`config.mk`:
```
export PLATFORM = sky130hd
export DESIGN_NAME = longest_prefix_match_table
export DESIGN_NICKNAME = d
export VERILOG_FILES = /design/src/rtl/lpm_pkg.sv /design/src/rtl/lpm_route_mem.sv /design/src/rtl/lpm_match_unit.sv /design/src/rtl/longest_prefix_match_table.sv
export SDC_FILE = /design/constraint.sdc
export NUM_CORES = 1
export LEC_CHECK = 0
export ABC_AREA = 1
export BUFFER_PORTS_ARGS = -buffer_cell sky130_fd_sc_hd__clkbuf_2
export CAP_MARGIN = 0
export CELL_PAD_IN_SITES_DETAIL_PLACEMENT = 1
export CELL_PAD_IN_SITES_GLOBAL_PLACEMENT = 1
export CORE_MARGIN = 4
export CORE_UTILIZATION = 40
export CTS_CLUSTER_DIAMETER = 100
export DETAILED_ROUTE_END_ITERATION = 10
export HOLD_SLACK_MARGIN = 0.03
export PLACE_DENSITY_LB_ADDON = 0.1
export RECOVER_POWER = 50
export SYNTH_ARGS = -nofsm -noshare
export SYNTH_HDL_FRONTEND = slang
export SYNTH_SLANG_ARGS = --single-unit
```
`constraint.sdc`:
```
create_clock -name clk -period 5.4 [get_ports clk]
set_clock_uncertainty 0.1 [all_clocks]
set_input_delay 0.54 -clock clk [delete_from_list [all_inputs] [get_ports clk]]
set_output_delay 0.54 -clock clk [all_outputs]
set_load 0.1 [all_outputs]
```
`src/rtl/lpm_pkg.sv`:
```
// package for the longest prefix match routing table
// request, response and route entry types, status and mode codes, prefix helpers
// no dependencies
package lpm_pkg;

  localparam int unsigned DEFAULT_TABLE_DEPTH = 16;
  localparam logic [31:0] ALL_ONES = 32'hFFFF_FFFF;
  localparam logic [5:0]  MAX_PREFIX = 6'd32;

  localparam logic [1:0] MODE_ADD    = 2'd0;
  localparam logic [1:0] MODE_DELETE = 2'd1;
  localparam logic [1:0] MODE_LOOKUP = 2'd2;

  localparam logic [2:0] ST_ADDED     = 3'd0;
  localparam logic [2:0] ST_FULL      = 3'd1;
  localparam logic [2:0] ST_REMOVED   = 3'd2;
  localparam logic [2:0] ST_NOT_FOUND = 3'd3;
  localparam logic [2:0] ST_FORWARDED = 3'd4;
  localparam logic [2:0] ST_DROPPED   = 3'd5;

  typedef struct packed {
    logic [1:0]  mode;
    logic [31:0] net_addr;
    logic [5:0]  prefix_len;
    logic [31:0] gateway_addr;
  } req_t;

  typedef struct packed {
    logic [2:0]  status;
    logic [31:0] gateway_out;
    logic [5:0]  match_len;
  } rsp_t;

  typedef struct packed {
    logic [31:0] network;
    logic [5:0]  length;
    logic [31:0] gateway;
  } entry_t;

  // compare results for one entry against the pending request
  typedef struct packed {
    logic del_hit;
    logic route_hit;
    logic take;
  } match_t;

  function automatic logic [5:0] clamp_len(input logic [5:0] len);
    clamp_len = (len > MAX_PREFIX) ? MAX_PREFIX : len;
  endfunction

  // len is 0..32; a shift by 32 clears the word
  function automatic logic [31:0] len_mask(input logic [5:0] len);
    len_mask = ~(ALL_ONES >> len);
  endfunction

endpackage

```
`src/rtl/lpm_route_mem.sv`:
```
// route storage: one write port, one read port with registered read data
// depends on lpm_pkg for the entry type
module lpm_route_mem #(
  parameter int unsigned DEPTH = lpm_pkg::DEFAULT_TABLE_DEPTH,
  parameter int unsigned IDX_W = (DEPTH > 1) ? $clog2(DEPTH) : 1
) (
  input  logic                clk,
  input  logic                wr_en,
  input  logic [IDX_W-1:0]    wr_addr,
  input  lpm_pkg::entry_t     wr_data,
  input  logic                rd_en,
  input  logic [IDX_W-1:0]    rd_addr,
  output lpm_pkg::entry_t     rd_data
);

  lpm_pkg::entry_t mem [DEPTH];

  always_ff @(posedge clk) begin
    if (wr_en) begin
      mem[wr_addr] <= wr_data;
    end
  end

  always_ff @(posedge clk) begin
    if (rd_en) begin
      rd_data <= mem[rd_addr];
    end
  end

endmodule

```
`src/rtl/lpm_match_unit.sv`:
```
// shared compare unit: checks one stored route against the pending request
// depends on lpm_pkg for request, entry and match types
module lpm_match_unit (
  input  lpm_pkg::req_t   req,
  input  lpm_pkg::entry_t ent,
  input  logic            found,
  input  logic [5:0]      best_len,
  output lpm_pkg::match_t m
);

  always_comb begin
    m.del_hit   = (ent.network == req.net_addr) && (ent.length == req.prefix_len);
    // request address is already masked by its own prefix
    m.route_hit = (req.net_addr & lpm_pkg::len_mask(ent.length)) == ent.network;
    // strictly longer wins so the earliest route keeps a tie
    m.take      = m.route_hit && (!found || (ent.length > best_len));
  end

endmodule

```
`src/rtl/longest_prefix_match_table.sv`:
```
// Routing table of TABLE_DEPTH IPv4 routes kept in insertion order, one word in and one
// word out per request. An add or a request with the unused mode code goes straight to the
// done state; a delete or a lookup first scans the stored routes through the single read
// port of the route memory, one route a cycle, then goes to the done state. The done state
// loads the answer into the output register once it is free. Delete compacts the table in
// the same pass, writing each kept route back at its new place. A new word is taken only
// while no request is in progress; a finished answer sits in the output register until taken.
// depends on lpm_pkg, lpm_route_mem, lpm_match_unit
module longest_prefix_match_table #(
  parameter int unsigned TABLE_DEPTH = lpm_pkg::DEFAULT_TABLE_DEPTH
) (
  input  logic          clk,
  input  logic          rst,
  input  logic          in_valid,
  output logic          in_ready,
  input  lpm_pkg::req_t in_data,
  output logic          out_valid,
  input  logic          out_ready,
  output lpm_pkg::rsp_t out_data
);

  localparam int unsigned IDX_W = (TABLE_DEPTH > 1) ? $clog2(TABLE_DEPTH) : 1;
  localparam int unsigned CNT_W = $clog2(TABLE_DEPTH + 1);
  localparam logic [CNT_W-1:0] FULL_COUNT = CNT_W'(TABLE_DEPTH);

  typedef enum logic [1:0] {S_IDLE, S_SCAN, S_DONE} state_t;

  state_t           state;
  logic [CNT_W-1:0] entry_count;
  logic [CNT_W-1:0] scan_idx;
  logic [CNT_W-1:0] kept;
  logic             pend;
  lpm_pkg::req_t    req;
  logic             found;
  logic [5:0]       best_len;
  logic [31:0]      best_gw;
  lpm_pkg::rsp_t    res;

  logic             in_fire;
  logic [5:0]       in_len;
  logic [31:0]      in_masked;
  logic             table_full;
  logic             rd_en;
  logic             wr_en;
  logic [IDX_W-1:0] wr_addr;
  lpm_pkg::entry_t  wr_data;
  lpm_pkg::entry_t  rd_data;
  lpm_pkg::match_t  m;

  assign in_ready   = (state == S_IDLE);
  assign in_fire    = in_valid && in_ready;
  assign in_len     = lpm_pkg::clamp_len(in_data.prefix_len);
  assign in_masked  = in_data.net_addr & lpm_pkg::len_mask(in_len);
  assign table_full = (entry_count == FULL_COUNT);
  assign rd_en      = (state == S_SCAN) && (scan_idx < entry_count);

  always_comb begin
    wr_en   = 1'b0;
    wr_addr = entry_count[IDX_W-1:0];
    wr_data = '{network: in_masked, length: in_len, gateway: in_data.gateway_addr};
    if (in_fire && (in_data.mode == lpm_pkg::MODE_ADD) && !table_full) begin
      wr_en = 1'b1;
    end else if ((state == S_SCAN) && pend && (req.mode == lpm_pkg::MODE_DELETE)
                 && !m.del_hit) begin
      // compaction: kept never passes the read pointer
      wr_en   = 1'b1;
      wr_addr = kept[IDX_W-1:0];
      wr_data = rd_data;
    end
  end

  lpm_route_mem #(
    .DEPTH (TABLE_DEPTH),
    .IDX_W (IDX_W)
  ) u_mem (
    .clk     (clk),
    .wr_en   (wr_en),
    .wr_addr (wr_addr),
    .wr_data (wr_data),
    .rd_en   (rd_en),
    .rd_addr (scan_idx[IDX_W-1:0]),
    .rd_data (rd_data)
  );

  lpm_match_unit u_match (
    .req      (req),
    .ent      (rd_data),
    .found    (found),
    .best_len (best_len),
    .m        (m)
  );

  always_ff @(posedge clk) begin
    if (rst) begin
      state       <= S_IDLE;
      entry_count <= '0;
      scan_idx    <= '0;
      kept        <= '0;
      pend        <= 1'b0;
      found       <= 1'b0;
      out_valid   <= 1'b0;
    end else begin
      if (out_valid && out_ready && (state != S_DONE)) begin
        out_valid <= 1'b0;
      end
      unique case (state)
        S_IDLE: begin
          if (in_fire) begin
            req      <= '{mode: in_data.mode, net_addr: in_masked, prefix_len: in_len,
                          gateway_addr: in_data.gateway_addr};
            scan_idx <= '0;
            kept     <= '0;
            pend     <= 1'b0;
            found    <= 1'b0;
            best_len <= '0;
            best_gw  <= '0;
            case (in_data.mode)
              lpm_pkg::MODE_ADD: begin
                state <= S_DONE;
                res   <= '{status: table_full ? lpm_pkg::ST_FULL : lpm_pkg::ST_ADDED,
                           gateway_out: '0, match_len: '0};
                if (!table_full) begin
                  entry_count <= entry_count + 1'b1;
                end
              end
              lpm_pkg::MODE_DELETE, lpm_pkg::MODE_LOOKUP: begin
                state <= S_SCAN;
                res   <= '{status: lpm_pkg::ST_DROPPED, gateway_out: '0, match_len: '0};
              end
              default: begin
                state <= S_DONE;
                res   <= '{status: lpm_pkg::ST_DROPPED, gateway_out: '0, match_len: '0};
              end
            endcase
          end
        end
        S_SCAN: begin
          pend <= rd_en;
          if (rd_en) begin
            scan_idx <= scan_idx + 1'b1;
          end
          if (pend) begin
            if (req.mode == lpm_pkg::MODE_DELETE) begin
              if (!m.del_hit) begin
                kept <= kept + 1'b1;
              end
            end else if (m.take) begin
              found    <= 1'b1;
              best_len <= rd_data.length;
              best_gw  <= rd_data.gateway;
            end
          end
          if (!rd_en && !pend) begin
            state <= S_DONE;
            if (req.mode == lpm_pkg::MODE_DELETE) begin
              entry_count <= kept;
              res.status  <= (kept != entry_count) ? lpm_pkg::ST_REMOVED
                                                   : lpm_pkg::ST_NOT_FOUND;
            end else if (found) begin
              res <= '{status: lpm_pkg::ST_FORWARDED, gateway_out: best_gw,
                       match_len: best_len};
            end
          end
        end
        S_DONE: begin
          if (!out_valid || out_ready) begin
            out_data  <= res;
            out_valid <= 1'b1;
            state     <= S_IDLE;
          end
        end
        default: state <= S_IDLE;
      endcase
    end
  end

  a_count_bound: assert property (@(posedge clk) disable iff (rst)
    entry_count <= FULL_COUNT)
    else $error("route count above table depth");

  a_scan_bound: assert property (@(posedge clk) disable iff (rst)
    (state == S_SCAN) |-> (scan_idx <= entry_count) && (kept <= scan_idx))
    else $error("scan pointers out of order");

  a_idle_clean: assert property (@(posedge clk) disable iff (rst)
    (state == S_DONE) |-> !pend)
    else $error("read data still pending after scan");

  a_zero_fields: assert property (@(posedge clk) disable iff (rst)
    (out_valid && (out_data.status != lpm_pkg::ST_FORWARDED))
      |-> (out_data.gateway_out == '0) && (out_data.match_len == '0))
    else $error("nonzero route fields without forwarding");

  a_add_count: assert property (@(posedge clk) disable iff (rst)
    (in_fire && (in_data.mode == lpm_pkg::MODE_ADD) && !table_full)
      |=> (entry_count == $past(entry_count) + 1'b1))
    else $error("add did not grow the table");

endmodule

```
==> out/qor.json, run 1 <==
{
  "layout": {
    "design_area_sq_um": 62900,
    "syn_to_final_growth_pct": 14.1,
    "final_layout_size_suffix_gt1_share_pct": 9.03,
    "final_nets": 4442,
    "post-route-util_pct": 46.2,
    "final_cell_mix": "1350 x sky130_fd_sc_hd__edfxtp_1, 773 x sky130_fd_sc_hd__nor2_1, 453 x sky130_fd_sc_hd__nand2_1",
    "n_fill_cell": 13700,
    "layout_commonest_cell": "sky130_fd_sc_hd__edfxtp_1"
  },
  "power": {
    "power.leakage_nw": 21.1,
    "power-per-cell-area_nw_per_um2": 382,
    "irDropWorstVdd_mv": 0.232,
    "design_power_total_w": 0.0240
  },
  "timing": {
    "max_freq_mhz": 216,
    "tightest_slew_ns": 2.64,
    "timing_hold_violations_final": 0,
    "worst_slew_margin_rel_pct": -75.8,
    "setup_viol_count_final": 0,
    "fin_worst_hold_slack_ns": 0.0910,
    "layout_worst_path_cycle_share_pct": 85.6,
    "finalSetupTns_ns": 0,
    "setup_repair_after_global_routing_missed_its_margin": "false",
    "maxSlewViolCount": 547,
    "final_period_minus_worst_setup_slack_ns": 4.62
  },
  "routing": {
    "first_iteration_detailed_routing_drc_count": 3164,
    "ant_nets": 0,
    "route.detailed.wl_per_inst_um": 26.7,
    "drt-vias-per-instance": 5.61,
    "route.final.wire_length_um": 167000,
    "vias": 35100,
    "initial_drt_pass_iterations": 5,
    "route.detailed.drc": 0
  },
  "global_route": {
    "grtUsageTotal_pct": 23.1,
    "pin_count_of_the_biggest_net_entering_global_routing": 174,
    "grt_overflow_total": 0,
    "global_route_wire_length_before_repair_um": 242000,
    "antenna_found_initial": 13,
    "via_count_of_the_first_global_routing_pass": 35000
  },
  "critical_path": {
    "worst-path-max-fanout": 51,
    "slowest_stage_delay_on_critical_path_ns": 0.80,
    "reg2reg_from": "u_mem.rd_data[37]$_DFFE_PP_",
    "critical_path.endpoint_type": "register",
    "crit_path_start_kind": "register",
    "worst-endpoint-required_ns": 5.74,
    "setup.reg_to_reg.worst_slack_ns": 0.78,
    "worst_path_most_repeated_cell": "sky130_fd_sc_hd__nor2_1",
    "critical_path_endpoint": "u_mem.mem[15][60]$_DFFE_PP_",
    "r2r.worst_path.cells": 11,
    "worstPathArrival_ns": 4.96,
    "criticalPathCategory": "reg -> reg",
    "critical_path.startpoint": "u_mem.rd_data[37]$_DFFE_PP_",
    "timing.critical_path.slowest_stage_cell": "sky130_fd_sc_hd__clkbuf_1",
    "path_cells": "inv_1 -> nor2_1 -> nor3_1 -> nand3_1 -> nor2_1 -> nand3_4 -> nand2_8 -> clkbuf_2 -> nand2_1 -> o21ai_0 -> clkbuf_1",
    "worst_r2r_endpoint": "u_mem.mem[15][60]$_DFFE_PP_"
  },
  "yosys": {
    "syn-num-nets": 4280,
    "synth_edf_count": 1350,
    "postSynthRegisterBits": 1370,
    "asyncSetResetFlopFracSynth_pct": 0,
    "synth_cells": 4189,
    "yosys_warnings": 0,
    "avgSynthCellArea_sq_um": 13.1,
    "flip_flop_cell_with_the_highest_count_after_synthesis": "sky130_fd_sc_hd__edfxtp_1",
    "synth.lib_cells_used.distinct": 48,
    "syn_area_sq_um": 55100,
    "synth_seq_area_share_pct": 74.3
  },
  "placement": {
    "gp_congestion": 0.876,
    "hpwl_um": 100000,
    "place.port_buffers": 118,
    "dpl_cell_area_sq_um": 58300
  },
  "outcome": {
    "violations_in_the_final_reports": "capacitance limit, slew limit",
    "outcome": "finished, violations left"
  },
  "floorplan": {
    "fp-row-count": 135,
    "placeableCoreArea_sq_um": 136000,
    "die_h_um": 379,
    "chipWidth_um": 379,
    "start_util_pct": 40.5,
    "die_area_sq_um": 144000,
    "ioPinCount": 119
  },
  "clocking": {
    "postCtsSetupBuffers": 0,
    "tritoncts": "done",
    "cts_inserted_buffers": 149,
    "cts_root_buf": "sky130_fd_sc_hd__clkbuf_16",
    "cts-hold-fix-buffers": 20,
    "clock_path_buffers": 3,
    "clk_pin_slew_worst_paths_ns": 0.06,
    "clock_tree.htree_level_count": 4,
    "insertion_delay_ns": 0.79,
    "clock_sink_count": 1370,
    "count_of_instances_resized_after_the_clock_tree_is_built": 0
  },
  "worst_hold_path": {
    "min_delay_path_depth": 3,
    "holdCritPathClass": "in -> reg"
  },
  "run": {
    "timing.max_cap.violations": 15
  }
}
flip-flops by register name, indices dropped and copies added, names as in the netlist, 6 cells and up:
signal,cells
u_mem.mem,1120
u_mem.rd_data,70
out_data,41
res,41
req,40
best_gw,32
best_len,6
worst min-delay path by stage:
stage / from / end
floorplan: res[0]$_SDFFCE_PN0P_ / out_data[0]$_DFFE_PP_
detailed placement: res[9]$_SDFFCE_PN0P_ / out_data[9]$_DFFE_PP_
CTS: in_data[60] / req[60]$_DFFE_PP_
global route: in_data[60] / req[60]$_DFFE_PP_
global placement: res[6]$_SDFFCE_PN0P_ / out_data[6]$_DFFE_PP_
finish: in_data[68] / req[68]$_DFFE_PP_
metal layers:
| metal | vias to the layer above | wire [um] | track usage (%) |
|---|---|---|---|
| met1 | 18200 | 78800 | 34.7 |
| met3 | 214 | 10900 | 4.74 |
| met5 | - | 0 | 0 |
| li1 | 15700 | - | - |
| met4 | 0 | 4140 | 6.20 |
| met2 | 986 | 73000 | 34.2 |
per-stage QoR:
stage          std cells  setup WS, ns
2_1_floorplan       4189        -0.784
3_3_place_gp        5961          1.32
3_5_place_dp        5961          1.14
4_1_cts             6254          1.12
5_1_grt             6255         0.479
6_report            6260         0.778
cells in the mapped netlist (15+ instances only):
cell / instances / share of area, %
sky130_fd_sc_hd__a21oi_1: 36 / 0.33
sky130_fd_sc_hd__buf_2: 30 / 0.27
sky130_fd_sc_hd__clkbuf_1: 199 / 1.4
sky130_fd_sc_hd__dfxtp_1: 20 / 0.73
sky130_fd_sc_hd__edfxtp_1: 1350 / 74
sky130_fd_sc_hd__ha_1: 15 / 0.34
sky130_fd_sc_hd__inv_1: 194 / 1.3
sky130_fd_sc_hd__mux2i_1: 119 / 2.2
sky130_fd_sc_hd__nand2_1: 453 / 3.1
sky130_fd_sc_hd__nand3_1: 195 / 1.8
sky130_fd_sc_hd__nand4_1: 16 / 0.18
sky130_fd_sc_hd__nor2_1: 788 / 5.4
sky130_fd_sc_hd__o211ai_1: 23 / 0.31
sky130_fd_sc_hd__o21ai_0: 362 / 3.3
sky130_fd_sc_hd__o221ai_1: 119 / 1.9
sky130_fd_sc_hd__o32ai_1: 162 / 2.6
cells by family after synthesis:
kind of cell	synth area share, %
adder cells (fa/ha/maj)	0.341
AO/OA/AOI/OAI	8.80
XOR/XNOR	0.286
AND/OR/NAND/NOR	10.9
flip-flops	74.3
multiplexers	2.16
buffers and inverters	3.22
layout make-up:
type,count,area (sq um),area share (%)
Inverter,201,771,1.23
Tap cell,1781,2230,3.54
Timing Repair Buffer,262,1730,2.75
Sequential cell,1370,40900,65.1
Clock inverter,90,722,1.15
Antenna cell,6,15.0,0.0239
Multi-Input combinational cell,2367,12500,19.9
Clock buffer,183,3950,6.29
worst max-delay path: cells and delay by family, from the launching register on:
kind	cells	cell delay [ns]
buf+inv	3	2.05
simple gates	7	1.41
flops	1	0.50
compound gates	1	0.16
report_power, final:
part | switching (W) | leakage (nW) | internal [W]
sequential | 0.0000858 | 12.4 | 0.0119
clock | 0.00421 | 2.29 | 0.00568
combinational | 0.00157 | 6.37 | 0.000540
total | 0.00586 | 21.1 | 0.0181
Note: power is estimated with default switching activity, not from simulation.
==> inputs of run 2 (changes only) <==
--- a/config.mk
+++ b/config.mk
@@ -16,7 +16,7 @@
 export DETAILED_ROUTE_END_ITERATION = 10
 export HOLD_SLACK_MARGIN = 0.03
 export PLACE_DENSITY_LB_ADDON = 0.1
-export RECOVER_POWER = 50
+export RECOVER_POWER = 25
 export SYNTH_ARGS = -nofsm -noshare
 export SYNTH_HDL_FRONTEND = slang
 export SYNTH_SLANG_ARGS = --single-unit
==> out/qor.json, run 2 (synthesized netlist as in run 1, its figures left out) <==
{
  "timing": {
    "maxSlewViolCount": {"value": 428, "change": "-22%"},
    "setup_repair_after_global_routing_missed_its_margin": "false",
    "setup_slack": {"value": 0.878, "unit": "ns", "change": "+0.101 ns"},
    "layout_worst_path_cycle_share": {"value": 83.7, "unit": "%", "change": "-1.9 points"},
    "final_period_minus_worst_setup_slack": {"value": 4.52, "unit": "ns", "change": "-0.101 ns"},
    "timing_hold_violations_final": {"value": 0, "change": "unchanged"},
    "tightest_slew": {"value": 2.59, "unit": "ns", "change": "-0.0448 ns"},
    "setup_viol_count_final": {"value": 0, "change": "unchanged"},
    "finalSetupTns": {"value": 0, "unit": "ns", "change": "unchanged"},
    "worst_slew_margin_rel": {"value": -72.9, "unit": "%", "change": "+3.0 points"},
    "max_freq": {"value": 221, "unit": "MHz", "change": "+2.2%"}
  },
  "floorplan": {
    "fp-row-count": {"value": 135, "change": "unchanged"},
    "start_util": {"value": 40.5, "unit": "%", "change": "unchanged"},
    "placeableCoreArea": {"value": 136000, "unit": "sq um", "change": "unchanged"},
    "chipWidth": {"value": 379, "unit": "um", "change": "unchanged"},
    "die_h": {"value": 379, "unit": "um", "change": "unchanged"},
    "die_area": {"value": 144000, "unit": "sq um", "change": "unchanged"},
    "ioPinCount": {"value": 119, "change": "unchanged"}
  },
  "worst_hold_path": {
    "holdCritPathClass": "in -> reg",
    "worstHoldStart": "in_data[41]"
  },
  "clocking": {
    "insertion_delay": {"value": 0.79, "unit": "ns", "change": "about the same"},
    "count_of_instances_resized_after_the_clock_tree_is_built": {"value": 0, "change": "unchanged"},
    "clk_pin_slew_worst_paths": {"value": 0.06, "unit": "ns", "change": "about the same"},
    "clock_tree.htree_level_count": {"value": 4, "change": "unchanged"},
    "cts_inserted_buffers": {"value": 149, "change": "unchanged"},
    "cts_root_buf": "sky130_fd_sc_hd__clkbuf_16",
    "clock_path_buffers": {"value": 3, "change": "unchanged"},
    "cts-hold-fix-buffers": {"value": 20, "change": "unchanged"},
    "postCtsSetupBuffers": {"value": 0, "change": "unchanged"},
    "clock_sink_count": {"value": 1370, "change": "unchanged"},
    "tritoncts": "done"
  },
  "critical_path": {
    "slowest_stage_delay_on_critical_path": {"value": 1.18, "unit": "ns", "change": "+0.38 ns"},
    "timing.critical_path.slowest_stage_cell": "sky130_fd_sc_hd__clkinvlp_2",
    "crit_path_start_kind": "register",
    "worstPathArrival": {"value": 4.71, "unit": "ns", "change": "-0.25 ns"},
    "worst-endpoint-required": {"value": 5.59, "unit": "ns", "change": "-0.15 ns"},
    "setup.reg_to_reg.worst_slack": {"value": 0.88, "unit": "ns", "change": "+0.10 ns"},
    "worst-path-max-fanout": {"value": 41, "change": "-20%"},
    "critical_path.startpoint": "scan_idx[0]$_SDFFE_PP0P_",
    "path_cells": "o21ai_0 -> o211a_1 -> nand2_1 -> clkinvlp_2 -> clkbuf_2",
    "reg2reg_from": "scan_idx[0]$_SDFFE_PP0P_",
    "critical_path.endpoint_type": "register",
    "criticalPathCategory": "reg -> reg"
  },
  "layout": {
    "largest_register_ff_count": {"value": 1120, "change": "unchanged"},
    "final_nets": {"value": 4442, "change": "unchanged"},
    "final_cell_mix": "1350 x sky130_fd_sc_hd__edfxtp_1, 772 x sky130_fd_sc_hd__nor2_1, 453 x sky130_fd_sc_hd__nand2_1",
    "regMostFlops": "u_mem.mem",
    "layout_commonest_cell": "sky130_fd_sc_hd__edfxtp_1",
    "reg.largest.list": "u_mem.mem: 1120 flops, u_mem.rd_data: 70 flops",
    "final_layout_size_suffix_gt1_share": {"value": 9.70, "unit": "%", "change": "+0.67 points"},
    "syn_to_final_growth_pct": 14.4
  },
  "power": {
    "power_switching_share": {"value": 24.5, "unit": "%", "change": "+0.035 points"},
    "intPower": {"value": 0.0181, "unit": "W", "change": "about the same"},
    "clock_power_share": {"value": 41.2, "unit": "%", "change": "about the same"},
    "pwr-share-seq": {"value": 50.0, "unit": "%", "change": "about the same"},
    "irDropWorstVdd": {"value": 0.233, "unit": "mV", "change": "+0.13%"},
    "power.leakage": {"value": 21.2, "unit": "nW", "change": "+0.45%"},
    "total_switching_power": {"value": 0.00587, "unit": "W", "change": "+0.22%"},
    "power.combinational.fraction": {"value": 8.8, "unit": "%", "change": "about the same"},
    "power-per-cell-area": {"value": 381, "unit": "nW/um^2", "change": "-0.13%"}
  },
  "placement": {
    "place.port_buffers": {"value": 118, "change": "unchanged"},
    "hpwl": {"value": 100000, "unit": "um", "change": "unchanged"},
    "gp_congestion": {"value": 0.876, "change": "unchanged"},
    "pre_cts_slack": {"value": 1.14, "unit": "ns", "change": "unchanged"}
  },
  "global_route": {
    "pin_count_of_the_biggest_net_entering_global_routing": {"value": 174, "change": "unchanged"},
    "via_count_of_the_first_global_routing_pass": {"value": 35000, "change": "unchanged"},
    "antenna_found_initial": {"value": 13, "change": "unchanged"},
    "grtUsageTotal": {"value": 23.1, "unit": "%", "change": "unchanged"},
    "grt_overflow_total": {"value": 0, "change": "unchanged"},
    "global_route_wire_length_before_repair": {"value": 242000, "unit": "um", "change": "unchanged"}
  },
  "routing": {
    "vias": {"value": 35000, "change": "-0.26%"},
    "route.final.wire_length": {"value": 167000, "unit": "um", "change": "about the same"},
    "initial_drt_pass_iterations": {"value": 5, "change": "unchanged"},
    "first_iteration_detailed_routing_drc_count": {"value": 3237, "change": "+2.3%"},
    "drt-vias-per-instance": {"value": 5.60, "change": "-0.23%"},
    "ant_nets": {"value": 0, "change": "unchanged"},
    "route.detailed.drc": {"value": 0, "change": "unchanged"},
    "route.detailed.wl_per_inst": {"value": 26.7, "unit": "um", "change": "about the same"}
  },
  "outcome": {
    "outcome": "finished, violations left",
    "violations_in_the_final_reports": "capacitance limit, slew limit"
  },
  "run": {
    "timing.max_cap.violations": {"value": 9, "change": "-6"}
  }
}
==> run 2: cell count changes in the layout (fill, tap and decap cells not counted), sizes merged <==
cell,before,now
buf,76,100
clkbuf,349,325
diode,6,4
==> run 2: worst paths after layout <==
| kind | end | cells past startpoint |
|---|---|---|
| worst max register to register | u_mem.rd_data[32]$_DFFE_PP_ | 5 |
| worst max-delay path | u_mem.rd_data[32]$_DFFE_PP_ | 5 |
| worst min register to register | out_data[36]$_DFFE_PP_ | 0 |
| worst min-delay path | req[41]$_DFFE_PP_ | 3 |
==> run 2: power by group through the flow <==
stage	Clock, W	Sequential, W	Combinational (W)
after floorplan	0	0.0123	0.00122
after global placement	0	0.0122	0.00210
after detailed placement	0	0.0122	0.00212
after CTS	0.0101	0.0120	0.00214
after global routing	0.0106	0.0120	0.00231
final	0.00989	0.0120	0.00212
==> run 2: cell type report <==
class	count	area (sq um)
sequential	1370	40900
clock buffer	183	3950
clock inverter	90	722
multi-input combinational	2367	12500
antenna	4	10.0
tap	1781	2230
inverter	201	771
timing repair buffer	262	1820
fill	13700	73200
==> run 2: stage by stage <==
| step | utilization (%) | area, sq um | power [W] | hold WS, ns | std cells |
|---|---|---|---|---|---|
| after floorplan | - | 55100 | 0.0135 | 0.300 | 4189 |
| after global placement | 42.8 | 58300 | 0.0143 | 0.302 | 5961 |
| after detailed placement | 42.8 | 58300 | 0.0143 | 0.306 | 5961 |
| after CTS | 46.4 | 63200 | 0.0242 | 0.0313 | 6254 |
| after global routing | 46.3 | 63000 | 0.0249 | 0.0420 | 6254 |
| final | 46.3 | 63000 | 0.0240 | 0.0761 | 6258 |
==> run 2: layer usage <==
| metal | track usage (%) | wire (um) |
|---|---|---|
| met1 | 34.7 | 79000 |
| met2 | 34.2 | 73100 |
| met3 | 4.74 | 10800 |
| met4 | 6.20 | 4050 |
| met5 | 0 | 0 |
==> run 2: critical path, delay by kind of cell, from the launching register on <==
kind	cells	cell delay [ns]
buffers and inverters	2	2.15
AND/OR/NAND/NOR	1	0.18
AO/OA/AOI/OAI	2	0.43
flip-flops	1	1.13
